[config.mk]
export PLATFORM = sky130hd
export DESIGN_NAME = tpon_ctrl
export DESIGN_NICKNAME = d
export VERILOG_FILES = /design/src/design/tpon_pkg.sv /design/src/design/tpon_ctrl.sv
export SDC_FILE = /design/constraint.sdc
export NUM_CORES = 1
export LEC_CHECK = 0
export BUFFER_PORTS_ARGS = -buffer_cell sky130_fd_sc_hd__buf_4
export CELL_PAD_IN_SITES_DETAIL_PLACEMENT = 0
export CELL_PAD_IN_SITES_GLOBAL_PLACEMENT = 1
export CORE_MARGIN = 1.5
export CORE_UTILIZATION = 42
export CTS_CLUSTER_SIZE = 28
export DETAILED_ROUTE_END_ITERATION = 10
export PLACE_DENSITY = 0.84
export SYNTH_ARGS = -nofsm -noshare
export SYNTH_HDL_FRONTEND = slang
export SYNTH_SLANG_ARGS = --single-unit
[constraint.sdc]
create_clock -name clk -period 2.04 [get_ports clk]
set_input_delay 0.102 -clock clk [delete_from_list [all_inputs] [get_ports clk]]
set_output_delay 0.102 -clock clk [all_outputs]
set_load 0.1 [all_outputs]
[src/design/tpon_pkg.sv]
// ----------------------------------------------------------------------------
// tpon_pkg
// Shared types and codes of the tileable Perlin octave noise block.
// ----------------------------------------------------------------------------
package tpon_pkg;

  // Datapath operation codes issued by the controller.
  localparam logic [4:0] OP_NONE  = 5'd0;
  localparam logic [4:0] OP_LOAD  = 5'd1;
  localparam logic [4:0] OP_DIV   = 5'd2;
  localparam logic [4:0] OP_PROD  = 5'd3;
  localparam logic [4:0] OP_SETUP = 5'd4;
  localparam logic [4:0] OP_FADE1 = 5'd5;
  localparam logic [4:0] OP_FADE2 = 5'd6;
  localparam logic [4:0] OP_FADE3 = 5'd7;
  localparam logic [4:0] OP_HMUL1 = 5'd8;
  localparam logic [4:0] OP_HMIX  = 5'd9;
  localparam logic [4:0] OP_HMUL3 = 5'd10;
  localparam logic [4:0] OP_HFIN  = 5'd11;
  localparam logic [4:0] OP_LERP0 = 5'd12;
  localparam logic [4:0] OP_LERP1 = 5'd13;
  localparam logic [4:0] OP_LERP2 = 5'd14;
  localparam logic [4:0] OP_ACCM  = 5'd15;
  localparam logic [4:0] OP_ACCA  = 5'd16;
  localparam logic [4:0] OP_FINIT = 5'd17;
  localparam logic [4:0] OP_FDIV  = 5'd18;
  localparam logic [4:0] OP_OUT   = 5'd19;

  // Hash operand selects: two column hashes, then the four corners.
  localparam logic [2:0] HSEL_X0  = 3'd0;
  localparam logic [2:0] HSEL_X1  = 3'd1;
  localparam logic [2:0] HSEL_C00 = 3'd2;
  localparam logic [2:0] HSEL_C01 = 3'd3;
  localparam logic [2:0] HSEL_C10 = 3'd4;
  localparam logic [2:0] HSEL_C11 = 3'd5;

  // Configuration register indexes.
  localparam logic [2:0] REG_SIZE  = 3'd0;
  localparam logic [2:0] REG_OCT   = 3'd1;
  localparam logic [2:0] REG_PERS  = 3'd2;
  localparam logic [2:0] REG_SEED  = 3'd3;
  localparam logic [2:0] REG_BASE  = 3'd4;
  localparam logic [2:0] REG_MULT1 = 3'd5;
  localparam logic [2:0] REG_ADD2  = 3'd6;
  localparam logic [2:0] REG_MULT3 = 3'd7;

  // Sequencing lengths.
  localparam logic [5:0] MOD_STEPS  = 6'd12;
  localparam logic [5:0] DIV_STEPS  = 6'd36;
  localparam logic [5:0] FDIV_STEPS = 6'd18;
  localparam logic [1:0] PH_LAST    = 2'd3;

  typedef struct packed {
    logic [4:0] op;
    logic [2:0] sel;
    logic [3:0] oct;
  } tpon_cmd_t;

  typedef struct packed {
    logic last_term;
  } tpon_sts_t;

endpackage

[src/design/tpon_ctrl.sv]
// ----------------------------------------------------------------------------
// tpon_ctrl
// Sequencer that steps the noise datapath through one texel.
// ----------------------------------------------------------------------------
module tpon_ctrl (
  input  logic                clk,
  input  logic                rst_n,
  input  logic                in_tvalid,
  output logic                in_tready,
  output logic                out_tvalid,
  input  logic                out_tready,
  input  tpon_pkg::tpon_sts_t sts,
  output tpon_pkg::tpon_cmd_t cmd
);
  import tpon_pkg::*;

  localparam logic [4:0] S_IDLE  = 5'd0;
  localparam logic [4:0] S_MOD   = 5'd1;
  localparam logic [4:0] S_PROD  = 5'd2;
  localparam logic [4:0] S_DIV   = 5'd3;
  localparam logic [4:0] S_SETUP = 5'd4;
  localparam logic [4:0] S_FADE1 = 5'd5;
  localparam logic [4:0] S_FADE2 = 5'd6;
  localparam logic [4:0] S_FADE3 = 5'd7;
  localparam logic [4:0] S_HASH  = 5'd8;
  localparam logic [4:0] S_LERP0 = 5'd9;
  localparam logic [4:0] S_LERP1 = 5'd10;
  localparam logic [4:0] S_LERP2 = 5'd11;
  localparam logic [4:0] S_ACCM  = 5'd12;
  localparam logic [4:0] S_ACCA  = 5'd13;
  localparam logic [4:0] S_FINIT = 5'd14;
  localparam logic [4:0] S_FDIV  = 5'd15;
  localparam logic [4:0] S_OUT   = 5'd16;

  logic [4:0] state_r, state_nxt;
  logic [5:0] cnt_r, cnt_nxt;
  logic [2:0] mng_r, mng_nxt;
  logic [1:0] ph_r, ph_nxt;
  logic [3:0] oct_r, oct_nxt;
  logic       out_valid_r, out_valid_nxt;
  logic       out_load;

  assign in_tready  = (state_r == S_IDLE);
  assign out_tvalid = out_valid_r;
  assign out_load   = (state_r == S_OUT) && (!out_valid_r || out_tready);

  always_comb begin
    state_nxt = state_r;
    cnt_nxt   = cnt_r;
    mng_nxt   = mng_r;
    ph_nxt    = ph_r;
    oct_nxt   = oct_r;
    cmd.op    = OP_NONE;
    cmd.sel   = mng_r;
    cmd.oct   = oct_r;
    case (state_r)
      S_IDLE: begin
        if (in_tvalid) begin
          cmd.op    = OP_LOAD;
          cnt_nxt   = '0;
          state_nxt = S_MOD;
        end
      end
      S_MOD: begin
        cmd.op  = OP_DIV;
        cnt_nxt = cnt_r + 6'd1;
        if (cnt_r == MOD_STEPS - 6'd1) begin
          state_nxt = S_PROD;
        end
      end
      S_PROD: begin
        cmd.op    = OP_PROD;
        cnt_nxt   = '0;
        state_nxt = S_DIV;
      end
      S_DIV: begin
        cmd.op  = OP_DIV;
        cnt_nxt = cnt_r + 6'd1;
        if (cnt_r == DIV_STEPS - 6'd1) begin
          oct_nxt   = '0;
          state_nxt = S_SETUP;
        end
      end
      S_SETUP: begin
        cmd.op    = OP_SETUP;
        state_nxt = S_FADE1;
      end
      S_FADE1: begin
        cmd.op    = OP_FADE1;
        state_nxt = S_FADE2;
      end
      S_FADE2: begin
        cmd.op    = OP_FADE2;
        state_nxt = S_FADE3;
      end
      S_FADE3: begin
        cmd.op    = OP_FADE3;
        mng_nxt   = HSEL_X0;
        ph_nxt    = '0;
        state_nxt = S_HASH;
      end
      S_HASH: begin
        case (ph_r)
          2'd0:    cmd.op = OP_HMUL1;
          2'd1:    cmd.op = OP_HMIX;
          2'd2:    cmd.op = OP_HMUL3;
          default: cmd.op = OP_HFIN;
        endcase
        ph_nxt = ph_r + 2'd1;
        if (ph_r == PH_LAST) begin
          mng_nxt = mng_r + 3'd1;
          if (mng_r == HSEL_C11) begin
            state_nxt = S_LERP0;
          end
        end
      end
      S_LERP0: begin
        cmd.op    = OP_LERP0;
        state_nxt = S_LERP1;
      end
      S_LERP1: begin
        cmd.op    = OP_LERP1;
        state_nxt = S_LERP2;
      end
      S_LERP2: begin
        cmd.op    = OP_LERP2;
        state_nxt = S_ACCM;
      end
      S_ACCM: begin
        cmd.op    = OP_ACCM;
        state_nxt = S_ACCA;
      end
      S_ACCA: begin
        cmd.op = OP_ACCA;
        if (sts.last_term) begin
          state_nxt = S_FINIT;
        end else begin
          oct_nxt   = oct_r + 4'd1;
          state_nxt = S_SETUP;
        end
      end
      S_FINIT: begin
        cmd.op    = OP_FINIT;
        cnt_nxt   = '0;
        state_nxt = S_FDIV;
      end
      S_FDIV: begin
        cmd.op  = OP_FDIV;
        cnt_nxt = cnt_r + 6'd1;
        if (cnt_r == FDIV_STEPS - 6'd1) begin
          state_nxt = S_OUT;
        end
      end
      S_OUT: begin
        if (out_load) begin
          cmd.op    = OP_OUT;
          state_nxt = S_IDLE;
        end
      end
      default: begin
        state_nxt = S_IDLE;
      end
    endcase
  end

  always_comb begin
    if (out_load) begin
      out_valid_nxt = 1'b1;
    end else if (out_tready) begin
      out_valid_nxt = 1'b0;
    end else begin
      out_valid_nxt = out_valid_r;
    end
  end

  always_ff @(posedge clk) begin
    if (!rst_n) begin
      state_r     <= S_IDLE;
      cnt_r       <= '0;
      mng_r       <= '0;
      ph_r        <= '0;
      oct_r       <= '0;
      out_valid_r <= 1'b0;
    end else begin
      state_r     <= state_nxt;
      cnt_r       <= cnt_nxt;
      mng_r       <= mng_nxt;
      ph_r        <= ph_nxt;
      oct_r       <= oct_nxt;
      out_valid_r <= out_valid_nxt;
    end
  end

endmodule

* Yosys cells after proc, flatten, opt, wreduce, memory -nomap -nowiden *
Index checks and enable logic that the tools add are counted.
Widths: inputs -> output; s select.

word-level totals
  bits in registers = 21
  bits of input ports = 5
  output and inout port bits = 14
  logic and storage cells = 80

operators by class
  add/sub/neg operators = 4
  eq/ne operators = 31
  mux-type cells = 23
  reduce and logical (&&, ||, !) cells = 16

operators by type and width
  kind                 count
  $pmux 5 s17          1
  $pmux 5 s16          1
  $eq 5x4->1 const B   8
  $mux 5               8
  $eq 5x3->1 const B   4
  $pmux 6 s3           1
  $ne 2x2->1 const B   8
  $mux 4               3
  $eq 5x2->1 const B   2
  $pmux 4 s2           1
  $reduce_and 7->1     1
  $add 6x1->6 const B  1
  $eq 6x4->1 const B   1
  $eq 6x5->1 const B   1
  $eq 6x6->1 const B   1
  $mux 6               1
  $pmux 2 s3           1
  $pmux 3 s2           1
  $reduce_bool 2->1    3
  $eq 5x1->1 const B   1
  $eq 5x5->1 const B   1
  $logic_not 5->1      1
  $add 4x1->4 const B  1
  $eq 2x2->1 const B   2
  16 further kinds     20

* Logic depth before layout (Yosys ltp) *
  depth in word-level cells = 5
  mapped depth = 7
  gate-level depth less buffers = 7

* Worst setup path before layout *
No wires, ideal clock.

  path type = register to output
  from = register state_r[1]
  to = output port cmd[11] (netlist name)
  data arrival time = 3026 ps
  required time = 1938 ps
  path slack = -1088 ps
  stages on the path, launching flop included = 4
  path buffers = 1
  cells stage by stage = dfxtp_1 -> clkbuf_1 -> nor2_1 -> o31ai_1

RTL lines
  element                   RTL line          source
  start: declaration        tpon_ctrl.sv:35   logic [4:0] state_r, state_nxt;
  start signal: assignment  tpon_ctrl.sv:185  state_r <= state_nxt;
  end: declaration          tpon_ctrl.sv:13   output tpon_pkg::tpon_cmd_t cmd

==> flow_metrics.env <==
export IMPL_antenna_cells=0
export IMPL_cts_root_buf="clkbuf_4"
export IMPL_syn_area_um2=1440
export IMPL_max_freq_ghz=0.516
export IMPL_antenna_left=0
export IMPL_final_cells=236
export IMPL_initial_core_util_pct=43.4
export IMPL_cpMaxStageDelayCell="dfxtp_1"
export IMPL_setup_viol=0
export IMPL_critPathArrivalTime_ps=1840
export IMPL_pwr_share_seq_pct=30.1
export IMPL_synth_seq_cells=21
export IMPL_first_pass_iters=5
export IMPL_coreArea_um2=3310
export IMPL_startpoint_type="flip-flop"
export IMPL_min_period_ps=1940
export IMPL_dr_total_vias=1275
export IMPL_rows=21
export IMPL_final_common_cell="buf_4"
export IMPL_maxCapViolations=0
export IMPL_die_w_um=61.5
export IMPL_final_cell_mix="buf_4 (20), nor2_1 (17), dfxtp_1 (16)"
export IMPL_hp_start="rst_n"
export IMPL_cts_tree="built"
export IMPL_chipHeight_um=61.5
export IMPL_yosysUniqueCellTypes=51
export IMPL_cts_setup_buffers=0
export IMPL_synthFlopType="dfxtp_1"
export IMPL_setup_tns_ps=0
export IMPL_pwr_share_comb_pct=57.8
export IMPL_grt_first_pass_wirelength_mm=5.06
export IMPL_synth_seq_area_share_pct=29.3
export IMPL_synth_warnings=0
export IMPL_cp_end_kind="output pin"
export IMPL_setup_ws_ps=101
export IMPL_switchingPower_uw=913
export IMPL_h_tree_depth=1
export IMPL_async_flop_share_pct=0
export IMPL_place_congestion=0.834
export IMPL_cts_sinks=21
export IMPL_fin_nets=204
export IMPL_cts_hold_buffers=0
export IMPL_swShare_pct=51.7
export IMPL_crit_path_cell_trace="buf_4 > nor2_2 > o311a_1 > a221oi_2 > o221ai_2 > buf_6"
export IMPL_regToRegStartpoint="cnt_r[0]"
export IMPL_synth_area_top_cells="dfxtp_1 (29%), ha_1 (7.0%), nor2_1 (5.5%)"
export IMPL_dp_slack_ps=214
export IMPL_first_iter_violations=39
export IMPL_clock_path_buffers=2
export IMPL_cp_slowest_stage_delay_ps=420
export IMPL_syn2layout_area_growth_pct=17.5
export IMPL_cts_buffers_inserted=3
export IMPL_ir_drop_mv=0.398
export IMPL_clkTransAtPathRegs_ps=130
export IMPL_crit_required_ps=1940
export IMPL_routed_wl_mm=3.18
export IMPL_critPathKind="reg2out"
export IMPL_vias_per_cell=5.40
export IMPL_tightest_slew_ps=414
export IMPL_clock_latency_ps=310
export IMPL_timing_slew_headroom_pct=72.2
export IMPL_p_leak_uw=0.000641
export IMPL_post_drt_wl_per_cell_um=13.5
export IMPL_ios=19
export IMPL_finalPower_uw=1770
export IMPL_die_area_um2=3780
export IMPL_finalCritPeriodShare_pct=95.1
export IMPL_dp_hpwl_mm=2.40
export IMPL_synth_edff_count=0
export IMPL_place_port_buffers=18
export IMPL_avgSynthCellArea_um2=8.26
export IMPL_placedCellCount=232
export IMPL_power_per_cell_area_nw_per_um2=1050
export IMPL_track_usage_pct=17.8
export IMPL_outcome="finished clean"
export IMPL_hold_path_class="in2reg"
export IMPL_drive_gt1_share_pct=25.8
export IMPL_slew_violations=0
export IMPL_syn_nets=187
export IMPL_critPathLaunch="state_r[1]"
export IMPL_clockPowerShare_pct=12.1
export IMPL_critPathMaxFanout=8
export IMPL_finalClockSkew_ps=7.33
export IMPL_intPower_uw=853
export IMPL_synth_top_cell_area_share_pct=29.3
export IMPL_route_detailed_drc=0
export IMPL_antenna_found_initial=0
export IMPL_post_route_util_pct=51.0
export IMPL_grt_max_degree=21
export IMPL_synth_cells=174
export IMPL_yosysTopAreaCell="dfxtp_1"
export IMPL_grt_pass1_vias=1114
export IMPL_hold_viol=0
export IMPL_grt_overflow=0
-- synthesized netlist by cell type, types with 4 or more instances --
library cell	count
dfxtp_1	21
nor2_1	21
nand2_1	15
ha_1	8
inv_1	8
xnor2_1	7
clkbuf_1	6
o21ai_0	6
nand3_1	5
o21a_1	5
and3_1	4
or2_1	4
-- repair_timing --
action	CTS	global route
pin swaps	0	0
setup endpoints to repair	2	3
gates resized for setup	3	6
-- path summary, 6_finish.rpt --
| path | to | slack (ps) | cells after the start |
|---|---|---|---|
| max reg2reg | state_r[3] | 180 | 6 |
| min reg2reg | state_r[0] | 550 | 2 |
| min | mng_r[0] | 120 | 2 |
| max | cmd[8] | 100 | 6 |
-- worst max-delay path, delay by kind of cell, from the launching register on --
| family | cells | cell delay, ps |
|---|---|---|
| DFF | 1 | 420 |
| AOI/OAI and AO/OA | 3 | 450 |
| buffers and inverters | 2 | 450 |
| and+or+nand+nor | 1 | 200 |
-- cell type report --
class	count	area, um^2
fillers	336	1620
multi-input cells	135	973
flip-flops and latches	21	427
repair buffers	22	173
well taps	46	57.6
inverters	8	30.0
clock buffers	3	22.5
clock inverters	1	5.00
-- routing by layer --
layer | share of wire [%] | wire [um] | GRT usage [%] | vias to the layer above
li1 | - | - | - | 650
met1 | 49 | 1580 | 25.2 | 598
met2 | 47 | 1480 | 28.1 | 25
met3 | 3.4 | 107 | 2.52 | 2
met4 | 0.60 | 19 | 5.17 | 0
met5 | 0 | 0 | 0 | -
-- registers in the layout, summed over array words and instances (netlist names) --
name / count
state_r: 5
mng_r: 3
ph_r: 2
cnt_r: 6
out_tvalid: 1
oct_r: 4
-- cells by family (layout without fill, tap and decap cells) --
kind of cell,count (synthesis),after routing,share of synthesized area [%]
AO/OA/AOI/OAI,36,36,19.5
multiplexers,3,3,2.09
XOR/XNOR,8,8,4.88
flip-flops,21,21,29.3
buffers and inverters,18,34,5.23
adder cells (fa/ha/maj),8,8,6.97
AND/OR/NAND/NOR,80,80,32.1
-- per-stage QoR --
| step | hold WS [ps] | instance area [um^2] |
|---|---|---|
| after floorplan | 354 | 1470 |
| after global placement | 457 | 1640 |
| after global routing | 119 | 1690 |
| final | 116 | 1690 |
| after detailed placement | 459 | 1640 |
| after CTS | 113 | 1670 |
-- power by group through the flow --
stage / logic, uW / registers, uW / clock network [uW]
global placement: 965 / 530 / 0
floorplan: 844 / 494 / 0
detailed placement: 976 / 538 / 0
CTS: 1000 / 528 / 217
global route: 1090 / 544 / 234
finish: 1020 / 532 / 214
(Power assumes the default switching activity.)
